<file path="src/hdl/pmc_pkg.sv">
// ----------------------------------------------------------------------------
// pmc_pkg
// shared types, codes and constants of the pointer motion coalescer
// ----------------------------------------------------------------------------
package pmc_pkg;

    localparam int TIME_BITS  = 40;
    localparam int WIN_W      = 20;
    localparam int QDEPTH     = 2;
    localparam int QPTR_W     = $clog2(QDEPTH);
    localparam int QCNT_W     = $clog2(QDEPTH + 1);

    localparam logic [WIN_W-1:0] WIN_RESET = WIN_W'(10000);

    localparam logic       FUNC_EVENT  = 1'b0;
    localparam logic       FUNC_FLUSH  = 1'b1;
    localparam logic       KIND_MOTION = 1'b0;
    localparam logic       KIND_OTHER  = 1'b1;
    localparam logic [1:0] AXIS_X      = 2'd0;
    localparam logic [1:0] AXIS_Y      = 2'd1;

    typedef struct packed {
        logic                 func;
        logic [7:0]           src_dev;
        logic                 kind;
        logic [1:0]           axis;
        logic                 is_absolute;
        logic signed [31:0]   abs_value;
        logic signed [31:0]   rel_value;
        logic [TIME_BITS-1:0] timestamp_us;
        logic                 sink_active;
    } pmc_in_t;

    typedef struct packed {
        logic [7:0]         device_id_res;
        logic               kind_res;
        logic [1:0]         axis_res;
        logic               is_absolute_res;
        logic signed [31:0] abs_value_res;
        logic signed [31:0] rel_value_res;
        logic               follow;
        logic               last;
    } pmc_out_t;

    // one pending motion record
    typedef struct packed {
        logic [7:0]         dev;
        logic               absolute;
        logic signed [31:0] absval;
        logic signed [31:0] relval;
    } pmc_rec_t;

    // pass-through event
    typedef struct packed {
        logic [7:0]         dev;
        logic               kind;
        logic [1:0]         axis;
        logic               absolute;
        logic signed [31:0] absval;
        logic signed [31:0] relval;
    } pmc_pass_t;

    // everything one input transaction delivers
    typedef struct packed {
        logic      x_v;
        logic      y_v;
        logic      p_v;
        pmc_rec_t  x_rec;
        pmc_rec_t  y_rec;
        pmc_pass_t pass;
    } pmc_job_t;

    typedef struct packed {
        logic              full;
        logic              head_valid;
    } pmc_q_stat_t;

    function automatic logic signed [31:0] sat_add(input logic signed [31:0] a,
                                                   input logic signed [31:0] b);
        logic [32:0] s;
        s = {a[31], a} + {b[31], b};
        if (s[32] != s[31])
            sat_add = s[32] ? 32'sh8000_0000 : 32'sh7fff_ffff;
        else
            sat_add = s[31:0];
    endfunction

endpackage

</file>
<file path="src/hdl/pmc_front.sv">
// ----------------------------------------------------------------------------
// pmc_front
// accepts events, keeps the pending axis records and the window, issues jobs
// ----------------------------------------------------------------------------
module pmc_front (
    input  logic                      clk,
    input  logic                      rst_n,
    input  logic                      ev_valid,
    output logic                      ev_ready,
    input  pmc_pkg::pmc_in_t          ev_data,
    input  logic                      cfg_we,
    input  logic [pmc_pkg::WIN_W-1:0] cfg_wdata,
    input  pmc_pkg::pmc_q_stat_t      q_stat,
    output logic                      push,
    output pmc_pkg::pmc_job_t         job
);

    logic [pmc_pkg::WIN_W-1:0]     win_reg;
    logic                          xp_reg, xp_next;
    logic                          yp_reg, yp_next;
    pmc_pkg::pmc_rec_t             xr_reg, xr_next;
    pmc_pkg::pmc_rec_t             yr_reg, yr_next;
    logic                          ws_reg, ws_next;
    logic [pmc_pkg::TIME_BITS-1:0] wst_reg, wst_next;

    logic                          accept;
    logic                          is_motion;
    logic                          stale;
    logic                          do_flush;
    logic                          xp_after, yp_after;
    logic [pmc_pkg::TIME_BITS-1:0] elapsed;
    logic signed [31:0]            x_sum, y_sum;
    pmc_pkg::pmc_rec_t             new_rec;

    assign ev_ready  = !q_stat.full;
    assign accept    = ev_valid && ev_ready;
    assign is_motion = (ev_data.kind == pmc_pkg::KIND_MOTION) &&
                       (ev_data.axis == pmc_pkg::AXIS_X || ev_data.axis == pmc_pkg::AXIS_Y);
    assign elapsed   = ev_data.timestamp_us - wst_reg;
    assign x_sum     = pmc_pkg::sat_add(ev_data.rel_value, xr_reg.relval);
    assign y_sum     = pmc_pkg::sat_add(ev_data.rel_value, yr_reg.relval);

    always_comb
    begin
        stale = (xp_reg && xr_reg.dev != ev_data.src_dev) ||
                (yp_reg && yr_reg.dev != ev_data.src_dev) ||
                (ws_reg && elapsed > pmc_pkg::TIME_BITS'(win_reg));

        if (ev_data.func == pmc_pkg::FUNC_FLUSH)
            do_flush = 1'b1;
        else if (is_motion)
            do_flush = stale;
        else
            do_flush = 1'b1;

        xp_after = xp_reg && !do_flush;
        yp_after = yp_reg && !do_flush;

        job.x_v   = do_flush && xp_reg && ev_data.sink_active;
        job.y_v   = do_flush && yp_reg && ev_data.sink_active;
        job.p_v   = (ev_data.func == pmc_pkg::FUNC_EVENT) && !is_motion &&
                    ev_data.sink_active;
        job.x_rec = xr_reg;
        job.y_rec = yr_reg;
        job.pass  = '{dev: ev_data.src_dev, kind: ev_data.kind, axis: ev_data.axis,
                      absolute: ev_data.is_absolute, absval: ev_data.abs_value,
                      relval: ev_data.rel_value};
        push      = accept && (job.x_v || job.y_v || job.p_v);

        // merged record for the axis of a motion event
        new_rec.dev      = ev_data.src_dev;
        new_rec.absolute = ev_data.is_absolute;
        new_rec.absval   = ev_data.abs_value;
        new_rec.relval   = ev_data.rel_value;

        xp_next  = xp_reg;
        yp_next  = yp_reg;
        xr_next  = xr_reg;
        yr_next  = yr_reg;
        ws_next  = ws_reg;
        wst_next = wst_reg;

        if (accept)
        begin
            xp_next = xp_after;
            yp_next = yp_after;
            if (do_flush)
            begin
                ws_next  = 1'b0;
                wst_next = '0;
            end
            if (ev_data.func == pmc_pkg::FUNC_EVENT && is_motion)
            begin
                if (!ws_reg || do_flush)
                begin
                    ws_next  = 1'b1;
                    wst_next = ev_data.timestamp_us;
                end
                if (ev_data.axis == pmc_pkg::AXIS_X)
                begin
                    xr_next = new_rec;
                    if (!ev_data.is_absolute && xp_after)
                        xr_next.relval = x_sum;
                    xp_next = 1'b1;
                end
                else
                begin
                    yr_next = new_rec;
                    if (!ev_data.is_absolute && yp_after)
                        yr_next.relval = y_sum;
                    yp_next = 1'b1;
                end
            end
        end
    end

    always_ff @(posedge clk or negedge rst_n)
    begin
        if (!rst_n)
        begin
            win_reg <= pmc_pkg::WIN_RESET;
            xp_reg  <= 1'b0;
            yp_reg  <= 1'b0;
            ws_reg  <= 1'b0;
            wst_reg <= '0;
        end
        else
        begin
            if (cfg_we)
                win_reg <= cfg_wdata;
            xp_reg  <= xp_next;
            yp_reg  <= yp_next;
            ws_reg  <= ws_next;
            wst_reg <= wst_next;
        end
    end

    // record payload, meaningful only while pending
    always_ff @(posedge clk)
    begin
        xr_reg <= xr_next;
        yr_reg <= yr_next;
    end

endmodule

</file>
<file path="src/hdl/pmc_queue.sv">
// ----------------------------------------------------------------------------
// pmc_queue
// short job queue between front and back
// ----------------------------------------------------------------------------
module pmc_queue (
    input  logic                 clk,
    input  logic                 rst_n,
    input  logic                 push,
    input  pmc_pkg::pmc_job_t    push_job,
    input  logic                 pop,
    output pmc_pkg::pmc_job_t    head_job,
    output pmc_pkg::pmc_q_stat_t stat
);

    pmc_pkg::pmc_job_t                mem_reg [pmc_pkg::QDEPTH];
    logic [pmc_pkg::QPTR_W-1:0]       wp_reg, wp_next;
    logic [pmc_pkg::QPTR_W-1:0]       rp_reg, rp_next;
    logic [pmc_pkg::QCNT_W-1:0]       cnt_reg, cnt_next;
    logic                             do_push, do_pop;

    assign do_push         = push && (cnt_reg != pmc_pkg::QCNT_W'(pmc_pkg::QDEPTH));
    assign do_pop          = pop && (cnt_reg != '0);
    assign head_job        = mem_reg[rp_reg];
    assign stat.full       = (cnt_reg == pmc_pkg::QCNT_W'(pmc_pkg::QDEPTH));
    assign stat.head_valid = (cnt_reg != '0);

    always_comb
    begin
        wp_next  = wp_reg;
        rp_next  = rp_reg;
        cnt_next = cnt_reg;
        if (do_push)
            wp_next = (wp_reg == pmc_pkg::QPTR_W'(pmc_pkg::QDEPTH - 1)) ? '0 : wp_reg + 1'b1;
        if (do_pop)
            rp_next = (rp_reg == pmc_pkg::QPTR_W'(pmc_pkg::QDEPTH - 1)) ? '0 : rp_reg + 1'b1;
        if (do_push && !do_pop)
            cnt_next = cnt_reg + 1'b1;
        else if (do_pop && !do_push)
            cnt_next = cnt_reg - 1'b1;
    end

    always_ff @(posedge clk or negedge rst_n)
    begin
        if (!rst_n)
        begin
            wp_reg  <= '0;
            rp_reg  <= '0;
            cnt_reg <= '0;
        end
        else
        begin
            wp_reg  <= wp_next;
            rp_reg  <= rp_next;
            cnt_reg <= cnt_next;
        end
    end

    always_ff @(posedge clk)
    begin
        if (do_push)
            mem_reg[wp_reg] <= push_job;
    end

endmodule

</file>
<file path="src/hdl/pmc_back.sv">
// ----------------------------------------------------------------------------
// pmc_back
// walks the head job and delivers its events through the output register
// ----------------------------------------------------------------------------
module pmc_back (
    input  logic                 clk,
    input  logic                 rst_n,
    input  pmc_pkg::pmc_job_t    head_job,
    input  pmc_pkg::pmc_q_stat_t q_stat,
    output logic                 pop,
    output logic                 res_valid,
    input  logic                 res_ready,
    output pmc_pkg::pmc_out_t    res_data
);

    logic [2:0]        done_reg, done_next;
    logic              ov_reg, ov_next;
    pmc_pkg::pmc_out_t od_reg, od_next;
    logic [2:0]        rem;
    logic [2:0]        sel;
    logic              load;

    assign rem  = {head_job.p_v, head_job.y_v, head_job.x_v} & ~done_reg;
    assign load = q_stat.head_valid && (!ov_reg || res_ready);

    always_comb
    begin
        // x first, then y, then the passing event
        if (rem[0])
            sel = 3'b001;
        else if (rem[1])
            sel = 3'b010;
        else
            sel = 3'b100;

        od_next = od_reg;
        case (sel)
            3'b001:
            begin
                od_next.device_id_res   = head_job.x_rec.dev;
                od_next.kind_res        = pmc_pkg::KIND_MOTION;
                od_next.axis_res        = pmc_pkg::AXIS_X;
                od_next.is_absolute_res = head_job.x_rec.absolute;
                od_next.abs_value_res   = head_job.x_rec.absval;
                od_next.rel_value_res   = head_job.x_rec.relval;
                od_next.follow          = head_job.y_v;
            end
            3'b010:
            begin
                od_next.device_id_res   = head_job.y_rec.dev;
                od_next.kind_res        = pmc_pkg::KIND_MOTION;
                od_next.axis_res        = pmc_pkg::AXIS_Y;
                od_next.is_absolute_res = head_job.y_rec.absolute;
                od_next.abs_value_res   = head_job.y_rec.absval;
                od_next.rel_value_res   = head_job.y_rec.relval;
                od_next.follow          = 1'b0;
            end
            default:
            begin
                od_next.device_id_res   = head_job.pass.dev;
                od_next.kind_res        = head_job.pass.kind;
                od_next.axis_res        = head_job.pass.axis;
                od_next.is_absolute_res = head_job.pass.absolute;
                od_next.abs_value_res   = head_job.pass.absval;
                od_next.rel_value_res   = head_job.pass.relval;
                od_next.follow          = 1'b0;
            end
        endcase
        od_next.last = ((rem & ~sel) == 3'b000);

        pop       = load && od_next.last;
        done_next = done_reg;
        ov_next   = ov_reg;
        if (load)
        begin
            ov_next   = 1'b1;
            done_next = od_next.last ? 3'b000 : (done_reg | sel);
        end
        else if (res_ready)
            ov_next = 1'b0;
    end

    always_ff @(posedge clk or negedge rst_n)
    begin
        if (!rst_n)
        begin
            done_reg <= 3'b000;
            ov_reg   <= 1'b0;
        end
        else
        begin
            done_reg <= done_next;
            ov_reg   <= ov_next;
        end
    end

    always_ff @(posedge clk)
    begin
        if (load)
            od_reg <= od_next;
    end

    assign res_valid = ov_reg;
    assign res_data  = od_reg;

endmodule

</file>
<file path="src/hdl/pointer_motion_coalescer.sv">
// ----------------------------------------------------------------------------
// pointer_motion_coalescer
// merges X/Y pointer motion and flushes it ahead of other traffic
// ----------------------------------------------------------------------------
// path: each job is written into the job queue, then loaded into the output register
// throughput: one input transaction per cycle while the job queue has room;
//   one result per cycle at the output while the receiver is ready, with the
//   single output register draining each job one event at a time
// reset: pending marks, window and queue clear at once; window register 10000
// ----------------------------------------------------------------------------
module pointer_motion_coalescer (
    input  logic                      clk,
    input  logic                      rst_n,
    input  logic                      ev_valid,
    output logic                      ev_ready,
    input  pmc_pkg::pmc_in_t          ev_data,
    output logic                      res_valid,
    input  logic                      res_ready,
    output pmc_pkg::pmc_out_t         res_data,
    input  logic                      cfg_we,
    input  logic [pmc_pkg::WIN_W-1:0] cfg_wdata
);

    // front to queue
    logic                 push;
    pmc_pkg::pmc_job_t    push_job;
    // queue to back
    logic                 pop;
    pmc_pkg::pmc_job_t    head_job;
    pmc_pkg::pmc_q_stat_t q_stat;

    // front: classifies each transaction, updates pending records, issues a job
    pmc_front u_front (
        .clk       (clk),
        .rst_n     (rst_n),
        .ev_valid  (ev_valid),
        .ev_ready  (ev_ready),
        .ev_data   (ev_data),
        .cfg_we    (cfg_we),
        .cfg_wdata (cfg_wdata),
        .q_stat    (q_stat),
        .push      (push),
        .job       (push_job)
    );

    // two-deep job queue lets the front run on while results wait
    pmc_queue u_queue (
        .clk      (clk),
        .rst_n    (rst_n),
        .push     (push),
        .push_job (push_job),
        .pop      (pop),
        .head_job (head_job),
        .stat     (q_stat)
    );

    // back: delivers x, y and passing event of a job in turn
    pmc_back u_back (
        .clk       (clk),
        .rst_n     (rst_n),
        .head_job  (head_job),
        .q_stat    (q_stat),
        .pop       (pop),
        .res_valid (res_valid),
        .res_ready (res_ready),
        .res_data  (res_data)
    );

    // follow mark only on an x event that is not the last of its transaction
    a_follow_x : assert property (@(posedge clk) disable iff (!rst_n)
        res_valid && res_data.follow |->
            res_data.axis_res == pmc_pkg::AXIS_X && !res_data.last)
        else $error("follow mark on wrong event");

    // the y event comes right after a followed x event
    a_follow_y : assert property (@(posedge clk) disable iff (!rst_n)
        res_valid && res_ready && res_data.follow |=>
            res_valid && res_data.axis_res == pmc_pkg::AXIS_Y)
        else $error("y event did not follow");

    // a passing non-motion event always closes its transaction
    a_pass_last : assert property (@(posedge clk) disable iff (!rst_n)
        res_valid && res_data.kind_res == pmc_pkg::KIND_OTHER |-> res_data.last)
        else $error("passing event not last");

endmodule

</file>
<file path="config.mk">
export PLATFORM = sky130hd
export DESIGN_NAME = pointer_motion_coalescer
export DESIGN_NICKNAME = d
export VERILOG_FILES = /design/src/hdl/pmc_pkg.sv /design/src/hdl/pmc_front.sv /design/src/hdl/pmc_queue.sv /design/src/hdl/pmc_back.sv /design/src/hdl/pointer_motion_coalescer.sv
export SDC_FILE = /design/constraint.sdc
export NUM_CORES = 1
export LEC_CHECK = 0
export BUFFER_PORTS_ARGS = -buffer_cell sky130_fd_sc_hd__buf_2
export CAP_MARGIN = 20
export CORE_MARGIN = 5
export CORE_UTILIZATION = 50
export CTS_CLUSTER_SIZE = 10
export DETAILED_ROUTE_END_ITERATION = 10
export HOLD_SLACK_MARGIN = 0.1
export PLACE_DENSITY = 0.68
export SYNTH_ARGS = -nofsm -noshare
export SYNTH_HDL_FRONTEND = slang
export SYNTH_HIERARCHICAL = 1
export SYNTH_SLANG_ARGS = --single-unit
</file>
<file path="constraint.sdc">
create_clock -name clk -period 16.72 [get_ports clk]
set_input_delay 3.344 -clock clk [delete_from_list [all_inputs] [get_ports clk]]
set_output_delay 3.344 -clock clk [all_outputs]
set_load 0.01 [all_outputs]
</file>
Word-level counts from Yosys, hierarchy flattened --
Memory sizes are Yosys's and may differ from the RTL's. Cells that the tools add are included.
Storage, ports and cells: register bits 295, bits in latches 0, memory bits (writable) 450, memory bits (read-only) 0, bits of input ports 143, output and inout port bits 80, logic and storage cells 127, memories 1
Operators by class: $add $sub $neg 7, multiply operators 0, div/mod/pow operators 0, magnitude comparators 1, equal/unequal tests 9, shift operators 0, muxes and demuxes 30, bitwise logic cells 8, reduce and logical (&&, ||, !) cells 45
Memories:
- u_queue.mem_reg | depth 2, width 225, rd ports 1, clocked after memory_dff 0, write ports 1, RTL line pmc_queue.sv:15 | pmc_pkg::pmc_job_t mem_reg [pmc_pkg::QDEPTH];
Operators with widths (number):
- $mux W32 | 6
- $pmux W77 S2 | 1
- $mux W40 | 3
- $add A32 B32 Y33 | 2
- $gt A40 B20 Y1 | 1
- $sub A40 B40 Y40 | 1
- $logic_and A1 B1 Y1 | 23
- $ne A8 B8 Y1 | 2
- $mux W1 | 15
- $mux W3 | 3
- $logic_not A1 Y1 | 8
- $logic_or A1 B1 Y1 | 7
- $and A3 B3 Y3 | 2
- $not A3 Y3 | 2
- $reduce_and A3 Y1 | 2
- $reduce_bool A2 Y1 | 3
- $mux W2 | 2
- $eq A3 B1 Y1 const B | 1
- $eq A3 B2 Y1 const B | 1
- $logic_not A3 Y1 | 1
- $not A1 Y1 | 3
- $or A3 B3 Y3 | 1
- $add A1 B1 Y1 const B | 2
- $add A2 B1 Y2 const B | 1
- other kinds (6) | 7

Logic depth before layout (Yosys ltp) --
depth in word-level cells 16, depth in mapped cells 29, depth with buffers taken out 29

Cells and area by module --
Netlist, hierarchy kept.
By module, submodules not included:
- pmc_queue | times used 1, cells an instance 719, area each 17001.3 µm², seq. area each 13613.1 µm²
- pmc_front | times used 1, cells an instance 1658, area each 15601.2 µm², seq. area each 5967.0 µm²
- pmc_back | times used 1, cells an instance 362, area each 4657.0 µm², seq. area each 2442.3 µm²

Least setup slack after synthesis --
Ideal clock, no wire load.
path type input-to-reg, start point input port ev_data[1] (netlist name), end point memory u_queue/mem_reg[0][0] (netlist name) (enable), library setup time 0.814 ns, arrival time 16.160 ns, data required time 15.906 ns, slack -0.254 ns, cell stages on the path 25, buffers on the path 0, cells stage by stage inv_1 ha_1 inv_1 fa_1 a21oi_1 o21bai_1 o21bai_1 nand2_1 o21ai_0 nand2b_1 xor2_1 ha_1 and3_1 nand4_1 or2_2 a31oi_1 nor3_1 o221ai_1 or4_1 nor4_2 nand3_1 and3_1 o311a_1 nand2_1 nor2_1
On the way: word-level cells in the longest chain between the ends 14, elaborated cells on any way between the ends 16, classes of those cells add/sub (1); order compare (1); mux (4); reduce/logical (10)
Ends and longest elaborated chain:
- from (decl) | RTL line pointer_motion_coalescer.sv:16 | input pmc_pkg::pmc_in_t ev_data,
- $sub A40 B40 Y40 (*) | RTL line pmc_front.sv:39 | assign elapsed = ev_data.timestamp_us - wst_reg;
- $gt A40 B20 Y1 (*) | RTL line pmc_front.sv:47 | (ws_reg && elapsed > pmc_pkg::TIME_BITS'(win_reg));
- $logic_and A1 B1 Y1 (*) | RTL line pmc_front.sv:47
- $logic_or A1 B1 Y1 (*) | RTL line pmc_front.sv:46 | (yp_reg && yr_reg.dev != ev_data.src_dev) ||
- $mux W1 (*) | RTL line pmc_front.sv:51 | else if (is_motion)
- $mux W1 (*) | RTL line pmc_front.sv:49 | if (ev_data.func == pmc_pkg::FUNC_FLUSH)
- $logic_and A1 B1 Y1 (on tied branches) (2 in a row) | RTL line pmc_front.sv:59, pmc_front.sv:60
- $logic_or A1 B1 Y1 (*) (2 in a row) | RTL line pmc_front.sv:68 | push = accept && (job.x_v || job.y_v || job.p_v);
- $logic_and A1 B1 Y1 (*) | RTL line pmc_front.sv:68
- named net push | RTL line pointer_motion_coalescer.sv:25 | logic push;
- $logic_and A1 B1 Y1 (*) | RTL line pmc_queue.sv:21 | assign do_push = push && (cnt_reg != pmc_pkg::QCNT_W'(pmc_pkg::QDEPTH));
- $mux W1 (*) | RTL line pmc_queue.sv:60 | if (do_push)
- $mux W1 (implied by the code) (*) | RTL line pmc_queue.sv:61 | mem_reg[wp_reg] <= push_job;
- to (decl) | RTL line pmc_queue.sv:15
Mark *: on every way through the listed nets, which the timed path passes. The rest lies on a longest branch.

Final worst setup path --
start point input port ev_data[1] (netlist name), end point memory u_queue/mem_reg[0][149] (netlist name) (enable)
The elaborated chain is that of the path after synthesis.

==> reports/results.tsv <==
metric	value	unit
initial_core_util	0.5022	
setup_viol	0	
tns	0	ns
drt_iter0_drc	1517	
dr.pass1.iters	5	
period_share	0.5794	
syn_nets	3009	
yosysMostFrequentCell	edfxtp_1	
wl_met3	4871	um
cap_violations	0	
drive_gt1_frac	0.2465	
seq_area	22030	um^2
finalHoldViolations	0	
p_leak	15.14	nW
vias	22400	
wl	83330	um
die_y	283.0	um
slowest_stage	buf_4	
yosys_warnings	6	
sw_frac_of_total	0.3032	
routabilityCongestion	0.8773	
root_buffer	clkbuf_16	
synth_flop_cell	edfxtp_1	
worstPathMaxFanout	73	
coreArea	74200	um^2
yosysTopAreaCellShare	0.5432	
grt_pass1_vias	22980	
power	0.005639	W
ctsHtreeMaxLevel	3	
io_buffers	222	
grt_start_max_net_pins	82	
post-route-min-period	9.688	ns
r2r_setup_slack	9.48	ns
grt_pass1_wl	130600	um
io_pins	223	
cts_tree	yes	
maxSlewHeadroom	0.2320	
tightestPinTransition	1.149	ns
drtAntennaViolNets	0	
largest_reg_flops	450	
filler_cell_count	6023	
overflow	0	
status	finished, final reports clean	
fin_nets	3153	
p_switching	0.001710	W
maxUsedRoutingLayer	met5	
clk_pin_slew_worst_paths	0.05	ns
ys_async_sr_fraction	0.09530	
synth-seq-cells	745	
dp_hpwl	53790	um
area_growth	9.769	%
drcViolationCount	0	
antenna_found_initial	16	
crit_type	input pin to register	
seq_area_frac_synth	0.5911	
die_area	80080	um^2
postSynthAreaPerCell	13.60	um^2
post_cts_resized	0	
hold_buffers	0	
cts_buffer_depth	3	
seqPwrFrac	0.422	
track_usage	0.2028	
crit_path_end_kind	register	
ys_types	80	
cp.arrival	9.91	ns
synth_edf_count	674	
met2RoutedLength	40040	um
worst-endpoint-required	16.94	ns
rsz0062_at_grt	no	
multiInputGateArea	13430	um^2
rows	100	
power_frac_comb	0.286	
crit_path_start_kind	input pin	
synthesis.instances	2739	
vdd_ir_drop_max	0.00009599	V
wl_per_cell	21.43	um
holdCritPathClass	register to register	
p_int	0.003929	W
max_freq	0.1032	GHz
clkPwrFrac	0.292	
fin_skew	0.03199	ns
cts_sinks	745	
viasPerCell	5.761	
pwr_density_cell	137.9	nW/um^2
max_stage_delay	0.88	ns
synthTopCellsByArea	edfxtp_1 (54%), mux2_4 (5.6%), dfrtp_1 (4.4%)	
postCtsSetupRepairBufs	0	
synthTopCellsByCount	edfxtp_1 (674), nand2_1 (179), a21oi_1 (153)	
clk_latency	0.63	ns
finalMaxSlewViolations	0	
synthesis.area	37260	um^2
synth_area_leader_cell	edfxtp_1	
fp.dieW	283.0	um
wl_met1	36200	um
cts_made_buffers	86	
==> cells in the final DEF (no fill, tap or decap), types with 65 or more instances in the layout <==
| master | instances |
|---|---|
| edfxtp_1 | 674 |
| clkbuf_16 | 88 |
| mux2_2 | 123 |
| mux2i_1 | 91 |
| mux2_4 | 140 |
| inv_1 | 117 |
| nand2_1 | 178 |
| nor2_1 | 65 |
| o21ai_0 | 119 |
| o21ai_2 | 70 |
| ha_1 | 124 |
| a21oi_1 | 153 |
| nand3_1 | 99 |
| dfrtp_1 | 65 |
| buf_2 | 221 |
==> area by class of cell <==
type,instances,area share
multi-input cells,1682,0.3283
flip-flops and latches,745,0.5385
clock buffers,106,0.05574
diodes,11,0.0006730
well taps,969,0.02964
inverters,118,0.01089
clock inverters,8,0.002325
repair buffers,250,0.03384
==> worst max-delay path, delay by kind of cell <==
| family | cells | cell delay [ns] |
|---|---|---|
| buffers and inverters | 5 | 1.77 |
| AOI/OAI and AO/OA | 7 | 1.68 |
| adders and majority gates | 3 | 0.69 |
| xor gates and xnor gates | 1 | 0.17 |
| and+or+nand+nor | 11 | 2.01 |
==> routing by layer <==
metal,vias up,GRT usage
met5,-,0
met2,587,0.3324
met1,11170,0.2745
met3,145,0.03859
li1,10500,-
met4,8,0.06838
==> kinds of logic after synthesis <==
logic type,Yosys count,synth area share
fa+ha+maj,132,0.04460
buf+inv,312,0.05017
simple gates,502,0.06448
compound gates,581,0.1041
xor+xnor,98,0.02304
flops,745,0.5911
mux,369,0.1226
==> power groups by stage <==
stage / sequential, W / combinational, W / clock (W)
2_1_floorplan: 0.00243 / 0.00123 / 0
3_5_place_dp: 0.00241 / 0.00162 / 0
3_3_place_gp: 0.00241 / 0.00160 / 0
6_report: 0.00238 / 0.00162 / 0.00165
4_1_cts: 0.00238 / 0.00163 / 0.00169
5_1_grt: 0.00240 / 0.00175 / 0.00177
==> final timing paths <==
path | start | endpoint | cells after the start
setup / recovery | ev_data[1] | u_queue/mem_reg[0][149] | 27
hold / removal | u_front/job[113] | u_queue/mem_reg[0][113] | 0
min in group asynchronous | rst_n | u_front/win_reg[14] | 1
max in group asynchronous | rst_n | u_queue/rp_reg | 2
setup reg to reg | u_front/wst_reg[0] | u_queue/mem_reg[0][149] | 25
hold reg to reg | u_front/job[113] | u_queue/mem_reg[0][113] | 0
==> per-stage QoR <==
step | area [um^2] | worst slack (ns) | hold WS, ns | util | std cells
floorplan | 37260 | 3.557 | 0.4215 | - | 2739
CTS | 40780 | 7.016 | 0.4197 | 0.5496 | 3874
detailed placement | 38410 | 6.429 | 0.4290 | 0.5176 | 3760
global route | 40890 | 6.437 | 0.4428 | 0.5511 | 3886
finish | 40900 | 7.032 | 0.4270 | 0.5512 | 3889
global placement | 38410 | 6.611 | 0.4218 | 0.5176 | 3760
Power figures use the tool's default switching activity.
